[src/design/smx_pkg.sv]
// Shared widths, constants and the exp2 table for the softmax core.
`default_nettype none

package smx_pkg;

    localparam int LOGIT_W = 16;
    localparam int E_W     = 17;
    localparam int PROB_W  = 16;
    localparam int CLASS_W = 3;

    // exp value of the maximum logit, 1.0 in Q1.16
    localparam logic [E_W-1:0] E_ONE     = 17'd65536;
    // log2(e) in Q16
    localparam logic [E_W-1:0] LOG2E_Q16 = 17'd94548;
    // ln2/256 in Q16
    localparam logic [E_W-1:0] LN2_Q16   = 17'd177;

    // round(65536 * 2^(-i/16))
    localparam logic [E_W-1:0] EXP2_TAB [16] = '{
        17'd65536, 17'd62757, 17'd60097, 17'd57549,
        17'd55109, 17'd52773, 17'd50535, 17'd48393,
        17'd46341, 17'd44376, 17'd42495, 17'd40693,
        17'd38968, 17'd37316, 17'd35734, 17'd34219
    };

endpackage

`default_nettype wire

[src/design/softmax_probabilities_core.sv]
// Softmax core: logit store, exp pass into an exp store, then per-class division.
//
//  channel | direction | handshake                 | payload
//  --------+-----------+---------------------------+--------------------------------------
//  in      | input     | i_in_valid / o_in_ready   | i_logit, i_last_logit
//  out     | output    | o_out_valid / i_out_ready | o_class_index, o_probability,
//          |           |                           | o_last_class, o_dropped_logits
//
// Logits load at one per cycle. A closing transfer starts the exp pass over the stored
// logits through the three-stage exp pipeline; then each class goes through the 17-step
// divider and waits out any output stall. Input is held off from the closing transfer
// until the last result sits in the output register. Synchronous active-low reset
// clears control; the stores need no clearing. While the output register is stalled
// the divider holds its result.
`default_nettype none

module softmax_probabilities_core #(
    parameter int MAX_CLASSES = 8
) (
    input  wire logic                           i_clk,
    input  wire logic                           i_rst_n,
    input  wire logic                           i_in_valid,
    output logic                                o_in_ready,
    input  wire logic [smx_pkg::LOGIT_W-1:0]    i_logit,
    input  wire logic                           i_last_logit,
    output logic                                o_out_valid,
    input  wire logic                           i_out_ready,
    output logic [smx_pkg::CLASS_W-1:0]         o_class_index,
    output logic [smx_pkg::PROB_W-1:0]          o_probability,
    output logic                                o_last_class,
    output logic                                o_dropped_logits
);
    import smx_pkg::*;

    localparam int CNT_W = $clog2(MAX_CLASSES + 1);
    localparam int IDX_W = $clog2(MAX_CLASSES);
    localparam int SUM_W = E_W + $clog2(MAX_CLASSES);

    localparam logic [2:0] S_LOAD = 3'd0;
    localparam logic [2:0] S_EXP  = 3'd1;
    localparam logic [2:0] S_RD   = 3'd2;
    localparam logic [2:0] S_DIV  = 3'd3;
    localparam logic [2:0] S_WAIT = 3'd4;

    // stores
    logic [LOGIT_W-1:0] r_logit_mem [MAX_CLASSES];
    logic [E_W-1:0]     r_exp_mem   [MAX_CLASSES];
    logic [LOGIT_W-1:0] r_logit_q;
    logic [E_W-1:0]     r_exp_q;

    // run state
    logic [2:0]         r_state,   n_state;
    logic [CNT_W-1:0]   r_count,   n_count;
    logic [LOGIT_W-1:0] r_max,     n_max;
    logic               r_ovf,     n_ovf;
    logic [SUM_W-1:0]   r_sum,     n_sum;
    logic [CNT_W-1:0]   r_rd_idx,  n_rd_idx;
    logic               r_rd_vld,  n_rd_vld;
    logic [CNT_W-1:0]   r_wr_idx,  n_wr_idx;
    logic [IDX_W-1:0]   r_idx,     n_idx;

    // output register
    logic               r_out_valid, n_out_valid;
    logic [CLASS_W-1:0] r_out_idx;
    logic [PROB_W-1:0]  r_out_prob;
    logic               r_out_last;
    logic               r_out_drop;

    logic               in_xfer;
    logic               room;
    logic               logit_we;
    logic               logit_re;
    logic               exp_re;
    logic [16:0]        diff;
    logic               exp_valid;
    logic [E_W-1:0]     exp_e;
    logic               div_start;
    logic               div_done;
    logic [PROB_W-1:0]  div_prob;
    logic               out_free;
    logic               out_load;
    logic               last_elem;
    logic [IDX_W+CLASS_W-1:0] idx_wide;

    assign o_in_ready = (r_state == S_LOAD);
    assign in_xfer    = i_in_valid && o_in_ready;
    assign room       = r_count < CNT_W'(MAX_CLASSES);
    assign logit_we   = in_xfer && room;
    assign logit_re   = (r_state == S_EXP) && (r_rd_idx < r_count);
    assign exp_re     = (r_state == S_RD);
    assign div_start  = (r_state == S_DIV);
    assign out_free   = !r_out_valid || i_out_ready;
    assign out_load   = (r_state == S_WAIT) && div_done && out_free;
    assign last_elem  = (CNT_W'(r_idx) + CNT_W'(1)) == r_count;
    assign idx_wide   = (IDX_W + CLASS_W)'(r_idx);

    // distance below the running maximum, always 0..65535
    assign diff = {r_max[LOGIT_W-1], r_max} - {r_logit_q[LOGIT_W-1], r_logit_q};

    smx_exp u_exp (
        .i_clk   (i_clk),
        .i_rst_n (i_rst_n),
        .i_valid (r_rd_vld),
        .i_u     (diff[15:0]),
        .o_valid (exp_valid),
        .o_e     (exp_e)
    );

    smx_div #(
        .SUM_W (SUM_W)
    ) u_div (
        .i_clk   (i_clk),
        .i_rst_n (i_rst_n),
        .i_start (div_start),
        .i_e     (r_exp_q),
        .i_sum   (r_sum),
        .o_done  (div_done),
        .o_prob  (div_prob)
    );

    // logit store: written while loading, read during the exp pass only
    always_ff @(posedge i_clk) begin
        if (logit_we) begin
            r_logit_mem[r_count[IDX_W-1:0]] <= i_logit;
        end
        if (logit_re) begin
            r_logit_q <= r_logit_mem[r_rd_idx[IDX_W-1:0]];
        end
    end

    // exp store: written by the exp pass, read once the pass has finished
    always_ff @(posedge i_clk) begin
        if (exp_valid) begin
            r_exp_mem[r_wr_idx[IDX_W-1:0]] <= exp_e;
        end
        if (exp_re) begin
            r_exp_q <= r_exp_mem[r_idx];
        end
    end

    // sequencer
    always_comb begin
        n_state  = r_state;
        n_count  = r_count;
        n_max    = r_max;
        n_ovf    = r_ovf;
        n_sum    = r_sum;
        n_rd_idx = r_rd_idx;
        n_rd_vld = logit_re;
        n_wr_idx = r_wr_idx;
        n_idx    = r_idx;
        unique case (r_state)
            S_LOAD: begin
                if (in_xfer) begin
                    if (room) begin
                        n_count = r_count + CNT_W'(1);
                        if ($signed(i_logit) > $signed(r_max)) begin
                            n_max = i_logit;
                        end
                    end else begin
                        n_ovf = 1'b1;
                    end
                    if (i_last_logit) begin
                        n_state  = S_EXP;
                        n_rd_idx = '0;
                        n_wr_idx = '0;
                        n_sum    = '0;
                    end
                end
            end
            S_EXP: begin
                if (logit_re) begin
                    n_rd_idx = r_rd_idx + CNT_W'(1);
                end
                if (exp_valid) begin
                    n_sum    = r_sum + SUM_W'(exp_e);
                    n_wr_idx = r_wr_idx + CNT_W'(1);
                    if ((r_wr_idx + CNT_W'(1)) == r_count) begin
                        n_state = S_RD;
                        n_idx   = '0;
                    end
                end
            end
            S_RD: begin
                n_state = S_DIV;
            end
            S_DIV: begin
                n_state = S_WAIT;
            end
            S_WAIT: begin
                if (out_load) begin
                    if (last_elem) begin
                        n_state = S_LOAD;
                        n_count = '0;
                        n_max   = {1'b1, {(LOGIT_W-1){1'b0}}};
                        n_ovf   = 1'b0;
                    end else begin
                        n_state = S_RD;
                        n_idx   = r_idx + IDX_W'(1);
                    end
                end
            end
            default: begin
                n_state = S_LOAD;
            end
        endcase
    end

    always_ff @(posedge i_clk) begin
        if (!i_rst_n) begin
            r_state  <= S_LOAD;
            r_count  <= '0;
            r_max    <= {1'b1, {(LOGIT_W-1){1'b0}}};
            r_ovf    <= 1'b0;
            r_sum    <= '0;
            r_rd_idx <= '0;
            r_rd_vld <= 1'b0;
            r_wr_idx <= '0;
            r_idx    <= '0;
        end else begin
            r_state  <= n_state;
            r_count  <= n_count;
            r_max    <= n_max;
            r_ovf    <= n_ovf;
            r_sum    <= n_sum;
            r_rd_idx <= n_rd_idx;
            r_rd_vld <= n_rd_vld;
            r_wr_idx <= n_wr_idx;
            r_idx    <= n_idx;
        end
    end

    // output register
    always_comb begin
        n_out_valid = r_out_valid;
        if (out_load) begin
            n_out_valid = 1'b1;
        end else if (i_out_ready) begin
            n_out_valid = 1'b0;
        end
    end

    always_ff @(posedge i_clk) begin
        if (!i_rst_n) begin
            r_out_valid <= 1'b0;
        end else begin
            r_out_valid <= n_out_valid;
        end
    end

    always_ff @(posedge i_clk) begin
        if (out_load) begin
            r_out_idx  <= idx_wide[CLASS_W-1:0];
            r_out_prob <= div_prob;
            r_out_last <= last_elem;
            r_out_drop <= r_ovf;
        end
    end

    assign o_out_valid      = r_out_valid;
    assign o_class_index    = r_out_idx;
    assign o_probability    = r_out_prob;
    assign o_last_class     = r_out_last;
    assign o_dropped_logits = r_out_drop;

`ifndef NO_ASSERTIONS
    // the fill count never passes the store depth
    a_count_bound: assert property (@(posedge i_clk) disable iff (!i_rst_n)
        r_count <= CNT_W'(MAX_CLASSES))
        else $error("logit count beyond store depth");

    // a closing transfer starts the exp pass with at least one stored logit
    a_close: assert property (@(posedge i_clk) disable iff (!i_rst_n)
        in_xfer && i_last_logit |=> (r_state == S_EXP) && (r_count != '0))
        else $error("closing transfer did not start the exp pass");

    // the maximum contributes 1.0, so the divisor is never below it
    a_sum_floor: assert property (@(posedge i_clk) disable iff (!i_rst_n)
        (r_state == S_DIV) |-> (r_sum >= SUM_W'(E_ONE)))
        else $error("exp sum below one at division");
`endif

endmodule

`default_nettype wire

[src/design/smx_exp.sv]
// Three-stage pipelined fixed-point exp(-u) unit, u in Q8.8, result in Q1.16.
`default_nettype none

module smx_exp (
    input  wire logic                  i_clk,
    input  wire logic                  i_rst_n,
    input  wire logic                  i_valid,
    input  wire logic [15:0]           i_u,
    output logic                       o_valid,
    output logic [smx_pkg::E_W-1:0]    o_e
);
    import smx_pkg::*;

    // stage 1: z = u * log2(e), rounded to Q.8
    logic [32:0]    prod1;
    logic [16:0]    z;
    logic           r1_valid;
    logic [8:0]     r1_k;
    logic [7:0]     r1_f;

    // stage 2: mantissa from table and linear correction
    logic [E_W-1:0] frac;
    logic [E_W-1:0] tab;
    logic [33:0]    prod2;
    logic           r2_valid;
    logic [8:0]     r2_k;
    logic [E_W-1:0] r2_m;

    // stage 3: shift by the integer part
    logic           r3_valid;
    logic [E_W-1:0] r3_e;

    assign prod1 = 33'(i_u) * 33'(LOG2E_Q16) + 33'(32768);
    assign z     = prod1[32:16];

    assign tab   = EXP2_TAB[r1_f[7:4]];
    assign frac  = E_ONE - 17'(r1_f[3:0]) * LN2_Q16;
    assign prod2 = 34'(tab) * 34'(frac) + 34'(32768);

    // valid pipeline
    always_ff @(posedge i_clk) begin
        if (!i_rst_n) begin
            r1_valid <= 1'b0;
            r2_valid <= 1'b0;
            r3_valid <= 1'b0;
        end else begin
            r1_valid <= i_valid;
            r2_valid <= r1_valid;
            r3_valid <= r2_valid;
        end
    end

    // data pipeline
    always_ff @(posedge i_clk) begin
        r1_k <= z[16:8];
        r1_f <= z[7:0];
        r2_k <= r1_k;
        r2_m <= prod2[32:16];
        if (r2_k[8:5] == 4'd0) begin
            r3_e <= r2_m >> r2_k[4:0];
        end else begin
            r3_e <= '0;
        end
    end

    assign o_valid = r3_valid;
    assign o_e     = r3_e;

endmodule

`default_nettype wire

[src/design/smx_div.sv]
// Restoring divider: rounded (e << 16) / sum, one quotient bit per cycle, saturated.
`default_nettype none

module smx_div #(
    parameter int SUM_W = 20
) (
    input  wire logic                       i_clk,
    input  wire logic                       i_rst_n,
    input  wire logic                       i_start,
    input  wire logic [smx_pkg::E_W-1:0]    i_e,
    input  wire logic [SUM_W-1:0]           i_sum,
    output logic                            o_done,
    output logic [smx_pkg::PROB_W-1:0]      o_prob
);
    import smx_pkg::*;

    localparam int NUM_W = E_W + 17;

    logic [NUM_W-1:0]  num;
    logic [SUM_W:0]    trial;
    logic              fits;

    logic              r_busy;
    logic              r_done;
    logic [4:0]        r_cnt;
    logic [SUM_W-1:0]  r_sum;
    logic [SUM_W-1:0]  r_rem;
    logic [16:0]       r_low;
    logic [16:0]       r_quot;

    // numerator with half the divisor added for rounding
    assign num   = NUM_W'({i_e, 16'h0000}) + NUM_W'(i_sum >> 1);
    assign trial = {r_rem, r_low[16]};
    assign fits  = trial >= {1'b0, r_sum};

    // control
    always_ff @(posedge i_clk) begin
        if (!i_rst_n) begin
            r_busy <= 1'b0;
            r_done <= 1'b0;
            r_cnt  <= '0;
        end else if (i_start) begin
            r_busy <= 1'b1;
            r_done <= 1'b0;
            r_cnt  <= '0;
        end else if (r_busy) begin
            r_cnt <= r_cnt + 5'd1;
            if (r_cnt == 5'd16) begin
                r_busy <= 1'b0;
                r_done <= 1'b1;
            end
        end
    end

    // datapath: top bits of the numerator are already below the divisor
    always_ff @(posedge i_clk) begin
        if (i_start) begin
            r_sum  <= i_sum;
            r_rem  <= SUM_W'(num[NUM_W-1:17]);
            r_low  <= num[16:0];
            r_quot <= '0;
        end else if (r_busy) begin
            r_rem  <= fits ? SUM_W'(trial - {1'b0, r_sum}) : SUM_W'(trial);
            r_low  <= {r_low[15:0], 1'b0};
            r_quot <= {r_quot[15:0], fits};
        end
    end

    assign o_done = r_done;
    assign o_prob = r_quot[16] ? {PROB_W{1'b1}} : r_quot[15:0];

endmodule

`default_nettype wire

[config.mk]
export PLATFORM = sky130hd
export DESIGN_NAME = softmax_probabilities_core
export DESIGN_NICKNAME = d
export VERILOG_FILES = /design/src/design/smx_pkg.sv /design/src/design/softmax_probabilities_core.sv /design/src/design/smx_exp.sv /design/src/design/smx_div.sv
export SDC_FILE = /design/constraint.sdc
export NUM_CORES = 2
export LEC_CHECK = 0
export BUFFER_PORTS_ARGS = -buffer_cell sky130_fd_sc_hd__buf_4
export CAP_MARGIN = 20
export CORE_AREA = 2 2 307 309
export DETAILED_ROUTE_END_ITERATION = 16
export DIE_AREA = 0 0 309 311
export RECOVER_POWER = 50
export SYNTH_ARGS = -nofsm -noshare
export SYNTH_HDL_FRONTEND = slang
export SYNTH_SLANG_ARGS = --single-unit
[constraint.sdc]
create_clock -name i_clk -period 11.66 [get_ports i_clk]
set_clock_uncertainty 0.1 [all_clocks]
set_input_delay 2.332 -clock i_clk [delete_from_list [all_inputs] [get_ports i_clk]]
set_output_delay 2.332 -clock i_clk [all_outputs]
set_load 0.02 [all_outputs]
==> out/results.tsv <==
metric	value	unit
wl	83170	µm
post_cts_resized	0	
hp-class	register to register	
fin_cells	4628	
seq_area	14120	µm²
endpoint_kind	register	
setup_viol	0	
maxCapViolations	10	
synthCells	3278	
cts_buffers	55	
syn_avg_cell_area	11.24	µm²
violations	capacitance limit, slew limit	
min_period	10.09	ns
grt_pass1_wl	133700	µm
dp_hpwl	61100	µm
holdPathStages	0	
vias	23420	
ys_ff_latch	519	
drt_iter0_markers	1504	
finalHoldViolations	0	
dr.pass1.iters	5	
crit_family	adder cells	
start_util	39.70	%
arrival	10.46	ns
yosysMostFrequentCell	inv_1	
grt_max_degree	84	
core_area	92770	µm²
synthTopCellsByCount	500 x inv_1, 372 x edfxtp_1, 353 x ha_1	
fin_nets	3998	
yosys_most_used_dff	edfxtp_1	
syn-cell-area	36830	µm²
yosysWarnings	0	
syn_nets	3948	
dpl.cell_count	4525	
antenna_found_initial	0	
place.gp.congestion	0.8851	
synth_top_area_share	30.33	%
grt_pass1_vias	23900	
synth_top_area_cell	edfxtp_1	
cts_tree	built	
cp.depth	35	
async_flop_share	0	%
ant_nets	0	
clk_latency	0.63	ns
clock_sinks	519	
rows	112	
die-width	309	µm
port-buffer-count	43	
rsz0062_at_grt	no	
num_antenna_cells	0	
syn2layout_area_growth	10.48	%
dieArea	96100	µm²
cp_max_fo	16	
worstPathRequired	12.03	ns
num_io_pins	44	
fmax	99.14	MHz
crit_type	register to register	
synth_cell_types	75	
post-route-period-util	86.51	%
die_y	311	µm
multi_input_area	20470	µm²
slowest_delay	0.70	ns
cts_setup_buffers	0	
drive_above_1_share	9.544	%
yosysSeqAreaShare	38.32	%
clock-root-buffer	clkbuf_16	
avgViaCountPerCell	5.059	
reg2regPathDepth	35	
drcViolationCount	0	
worstSetupStartpointType	register	
worst_slew_pin_slew	3.955	ns
timing.slew.headroom	-163.7	%
fillerInstances	8756	
avgRoutedWirePerCell	17.97	µm
critical_path_buf_inv_count	7	
slowest_stage	ha_1	
setup_tns	0	ns
grt_usage	17.64	%
slew_violations	292	
postCtsHoldBufs	0	
clk_path_buf_depth	3	
ys_top_cells_by_area	edfxtp_1 30%, fa_1 16%, ha_1 12%	
synth-edff-count	372	
grt_overflow	0	
status	finished, violations left	
htreeDepth	2	
clk_pin_slew	0.06	ns
==> metrics by stage <==
step / setup slack [ns] / instance area [µm²] / utilization, % / hold WS (ns)
floorplan: 3.009 / 36830 / - / 0.2096
global placement: 1.850 / 38770 / 41.80 / 0.2104
detailed placement: 1.666 / 38780 / 41.81 / 0.2132
CTS: 1.634 / 40800 / 43.98 / 0.2271
global route: 0.8233 / 40690 / 43.86 / 0.2323
finish: 1.573 / 40690 / 43.86 / 0.2244
==> cell usage in the layout (no fill, tap or decap), types with 27 or more instances in the layout <==
| master | count |
|---|---|
| fa_1 | 296 |
| mux2i_1 | 52 |
| xnor2_1 | 86 |
| clkbuf_16 | 56 |
| ha_1 | 353 |
| xor2_1 | 53 |
| nor2b_1 | 39 |
| o21ai_0 | 58 |
| nand2b_1 | 27 |
| nand2_1 | 315 |
| a21o_1 | 28 |
| nor2_1 | 194 |
| nand3_1 | 49 |
| edfxtp_1 | 372 |
| clkbuf_1 | 32 |
| a21oi_1 | 95 |
| mux4_2 | 69 |
| a211oi_1 | 33 |
| dfxtp_1 | 144 |
| and2_1 | 77 |
| inv_1 | 500 |
| buf_4 | 69 |
| mux2_2 | 38 |
| nor3_1 | 40 |
==> final timing paths <==
check,startpoint,end,slack [ns]
max,u_exp.r1_f[0],u_exp.r2_m[16],1.57
min,u_exp.r1_k[8],u_exp.r2_k[8],0.22
max reg2reg,u_exp.r1_f[0],u_exp.r2_m[16],1.57
min reg2reg,u_exp.r1_k[8],u_exp.r2_k[8],0.22
==> state kept, by name, indices dropped and copies added (netlist names), 17 cells and up <==
name          flops
r_exp_mem       136
r_logit_mem     128
r_sum            20
u_div.r_rem      20
u_div.r_sum      20
r_exp_q          17
u_div.r_low      17
u_div.r_quot     17
u_exp.o_e        17
u_exp.r2_m       17
==> routing by layer <==
layer / GRT usage, % / wire length (µm) / vias to the layer above / share of wire [%]
met4: 4.016 / 1657 / 0 / 2.0
met2: 28.10 / 38100 / 525 / 46
met3: 2.799 / 4355 / 95 / 5.2
met1: 25.26 / 39060 / 11630 / 47
li1: - / - / 11170 / -
met5: 0 / 0 / - / 0
==> worst reg2reg max path, delay by kind of cell (launching register included) <==
| kind | cells | cell delay [ns] |
|---|---|---|
| compound gates | 13 | 2.64 |
| xor+xnor | 1 | 0.12 |
| fa+ha+maj | 9 | 4.34 |
| buf+inv | 7 | 1.02 |
| flops | 1 | 0.69 |
| simple gates | 5 | 1.04 |
==> cells by family after synthesis <==
group | count (synthesis) | synth area share, %
DFF | 519 | 38.32
and+or+nand+nor | 849 | 10.84
buffers and inverters | 607 | 6.203
AOI/OAI and AO/OA | 356 | 6.455
xor gates and xnor gates | 139 | 3.306
muxes | 159 | 6.795
adders and majority gates | 649 | 28.08
==> final cells by class <==
cell class | count | share of cell area (%)
Multi-Input combinational cell | 2152 | 50.32
Sequential cell | 519 | 34.69
Inverter | 503 | 4.640
Tap cell | 1254 | 3.856
Clock buffer | 62 | 3.505
Timing Repair Buffer | 97 | 1.531
Clock inverter | 41 | 1.458
Power is not shown: default switching activity piles up to over one toggle a cycle in this logic, so the estimate is an artifact.
